`config.mk`:
```
export PLATFORM = sky130hd
export DESIGN_NAME = imhq_ram
export DESIGN_NICKNAME = d
export VERILOG_FILES = /design/src/rtl/indexed_min_heap_queue_top_defines.svh /design/src/rtl/imhq_ram.sv
export SDC_FILE = /design/constraint.sdc
export NUM_CORES = 1
export LEC_CHECK = 0
export ABC_CLOCK_PERIOD_IN_PS = 4400
export BUFFER_PORTS_ARGS = -buffer_cell sky130_fd_sc_hd__buf_2
export CORE_ASPECT_RATIO = 1.4
export CORE_MARGIN = 2
export CORE_UTILIZATION = 45
export CTS_CLUSTER_SIZE = 10
export DETAILED_ROUTE_END_ITERATION = 10
export HOLD_SLACK_MARGIN = 0.03
export SYNTH_ARGS = -nofsm -noshare
export SYNTH_HDL_FRONTEND = slang
export SYNTH_SLANG_ARGS = --single-unit
```
`constraint.sdc`:
```
create_clock -name clk -period 4.4 [get_ports clk]
set_input_delay 0.22 -clock clk [delete_from_list [all_inputs] [get_ports clk]]
set_output_delay 0.22 -clock clk [all_outputs]
set_load 0.1 [all_outputs]
```
`src/rtl/indexed_min_heap_queue_top_defines.svh`:
```
// Assertion macros shared by the heap queue RTL.
`ifndef INDEXED_MIN_HEAP_QUEUE_TOP_DEFINES_SVH
`define INDEXED_MIN_HEAP_QUEUE_TOP_DEFINES_SVH

// Same-cycle implication, checked outside reset.
`define IMHQ_ASSERT_NOW(lbl, ante, cons, msg) \
  lbl: assert property (@(posedge clk) disable iff (rst) (ante) |-> (cons)) \
    else $error(msg);

// Next-cycle implication, checked outside reset.
`define IMHQ_ASSERT_NEXT(lbl, ante, cons, msg) \
  lbl: assert property (@(posedge clk) disable iff (rst) (ante) |=> (cons)) \
    else $error(msg);

`endif

```
`src/rtl/imhq_ram.sv`:
```
module imhq_ram #(
  parameter int W = 8,
  parameter int D = 16
) (
  input  logic                 clk,
  input  logic                 we,
  input  logic [$clog2(D)-1:0] waddr,
  input  logic [W-1:0]         wdata,
  input  logic [$clog2(D)-1:0] raddr,
  output logic [W-1:0]         rdata
);

  logic [W-1:0] mem [D];

  always_ff @(posedge clk) begin
    if (we) begin
      mem[waddr] <= wdata;
    end
    rdata <= mem[raddr];
  end

endmodule

```
==> flow_metrics.tcl <==
set metrics [dict create \
    clkPwrFrac 0.463 \
    critical_path_arrival_ns 2.10 \
    antenna_found_initial 0 \
    start_util 0.459 \
    design.core.area_sq_mm 0.0112 \
    num_vias 2355 \
    yosysWarnings 0 \
    ys_seq_area_frac 0.778 \
    syn_area_per_cell_sq_um 22.5 \
    cts_tree "done" \
    synth.mux.area_fraction 0.150 \
    p_leak_nw 2.00 \
    crit_path_max_incr_delay_ns 0.79 \
    drv_cap 0 \
    ys_dominant_reg_cell "edfxtp_1" \
    slowest_stage "buf_2" \
    cts_root_buffer "clkbuf_16" \
    stdcell_area_sq_mm 0.00599 \
    required_ns 4.68 \
    cts_max_level 4 \
    max_freq_mhz 550 \
    synth_common_cells "128 x edfxtp_1, 18 x mux4_2, 16 x a22oi_1" \
    seqPwrFrac 0.476 \
    p_per_area_mw_per_mm2 511 \
    port_buffers 25 \
    first_pass_iters 4 \
    ys_seq_elements 136 \
    path_cells "buf_2, mux4_1, a22oi_1, nand2_1" \
    fin_tns_setup_ns 0 \
    drive_above_1_share 0.283 \
    fin_util 0.534 \
    crit_family "buffers and inverters" \
    synth_enable_flop_cells 128 \
    synth_top_area_frac 0.747 \
    critPathLaunchType "input port" \
    wirelength_um 10000 \
    comb_power_share 0.061 \
    slew_headroom 0.185 \
    die_h_um 131 \
    holdBufCountCts 0 \
    syn_inst 229 \
    grt_pass1_wl_um 15000 \
    area_growth_pct 16.5 \
    path_buf_inv 1 \
    p_int_mw 2.44 \
    rrSetupSlack_ns 3.02 \
    clk_latency_ns 0.41 \
    synth-compound-area-share 0.0233 \
    synth_area_sq_mm 0.00515 \
    grt_pass1_vias 2467 \
    drtIter0Drc 188 \
    ant_nets 0 \
    syn_nets 247 \
    die_area_sq_mm 0.0123 \
    clk_pin_slew_worst_paths_ns 0.05 \
    maxSlewViolCount 0 \
    routedWlPerCell_um 23.8 \
    post_cts_buffers 0 \
    synthAdderAreaFrac 0 \
    numClockSinks 136 \
    path_max_fanout 32 \
    async_reset_ff_frac 0 \
    rows 46 \
    clock_skew_ns 0.00471 \
    synth_xor_area_frac 0 \
    cts_resized 0 \
    hold_path.class "in -> reg" \
    nNetsFinal 281 \
    grt_max_degree 33 \
    post-synth-top-area-cell "edfxtp_1" \
    synth_top_family_by_area "multiplexers" \
    synth-simple-area-share 0.0318 \
    whs_ns 0.196 \
    avgViaCountPerCell 5.61 \
    p_sw_mw 0.627 \
    ys_types 19 \
    rsz0062_at_grt "no" \
    end_kind "register" \
    die_w_um 94.4 \
    worst_pin_slew_ns 1.21 \
    finalHoldViolCount 0 \
    drc 0 \
    period_needed_ns 1.82 \
    grt_usage 0.182 \
    setup_viol 0 \
    ir_drop_mv 0.262 \
    num_antenna_cells 0 \
    ios 26 \
    timing.final.crit_share 0.413 \
    dpl.hpwl_um 6230 \
    status "finished clean" \
    synthTopCellsByArea "edfxtp_1 75%, mux4_2 7.9%, mux4_1 7.1%, dfxtp_1 3.1%, a22oi_1 2.3%" \
    numCtsBuffers 17 \
    yosysMostFrequentCell "edfxtp_1" \
    clock_path_buffers 2 \
    dpl-instance-area_sq_mm 0.00538 \
    grt_overflow 0 \
    worstSetupPathType "in -> reg" \
    p_sw_frac 0.205 \
    gp_congestion 0.729 \
]
worst register-to-register path: cells and delay by family, from the launching register on:
kind | cells | cell delay, ns
mux | 1 | 0.50
flops | 1 | 0.35
compound gates | 1 | 0.33
simple gates | 1 | 0.08
power by group through the flow:
stage	clock network, mW	logic [mW]	registers [mW]
after detailed placement	0	0.191	1.49
final	1.42	0.188	1.46
after CTS	1.44	0.191	1.46
after floorplan	0	0.0735	1.54
after global routing	1.49	0.200	1.46
after global placement	0	0.189	1.49
layout by cell type (no fill, tap or decap):
cell type and count:
nor3_2 3, clkinv_2 4, nor2b_1 1, nor3_1 1, nand2_1 9, and2_1 1
clkbuf_8 7, mux4_2 18, nor2_1 13, edfxtp_1 128, mux4_1 14, clkbuf_1 1
bufinv_16 2, nand2b_1 2, nand3b_1 2, or3b_2 1, nand3_1 1, buf_2 25
a22oi_1 16, clkbuf_16 17, dfxtp_1 8, clkinvlp_4 1, and2b_1 1
registers in the layout, indices dropped and copies added (netlist names):
name / flops
mem: 128
rdata: 8
cell type report:
cell class / instances / area [sq um]
Timing Repair Buffer: 25 / 125
Clock buffer: 25 / 526
Multi-Input combinational cell: 83 / 1070
Fill cell: 871 / 5230
Clock inverter: 7 / 87.6
Tap cell: 144 / 180
Sequential cell: 136 / 4000
per-stage QoR:
| step | setup WS (ns) | power, mW | std cells |
|---|---|---|---|
| after floorplan | 2.69 | 1.62 | 229 |
| after global placement | 2.12 | 1.67 | 388 |
| after detailed placement | 2.10 | 1.68 | 388 |
| after CTS | 2.53 | 3.09 | 420 |
| after global routing | 2.43 | 3.15 | 420 |
| final | 2.58 | 3.06 | 420 |
logic make-up after synthesis:
| logic type | Yosys count |
|---|---|
| flip-flops | 136 |
| AND/OR/NAND/NOR | 35 |
| multiplexers | 32 |
| AO/OA/AOI/OAI | 16 |
| buffers and inverters | 10 |
final timing paths:
| check | startpoint | endpoint | cells after the start |
|---|---|---|---|
| worst max register to register | mem[9][4] | rdata[4] | 3 |
| worst min-delay path | wdata[5] | mem[4][5] | 1 |
| worst min register to register | mem[11][3] | rdata[3] | 3 |
| worst max-delay path | raddr[0] | rdata[4] | 4 |
metal layers:
| metal | wire [um] | vias up | global-route usage |
|---|---|---|---|
| met5 | 0 | - | 0 |
| met4 | 110 | 0 | 0.0656 |
| met3 | 520 | 8 | 0.0573 |
| met2 | 5260 | 69 | 0.304 |
| met1 | 4120 | 1233 | 0.225 |
| li1 | - | 1045 | - |
Power figures use the tool's default switching activity.
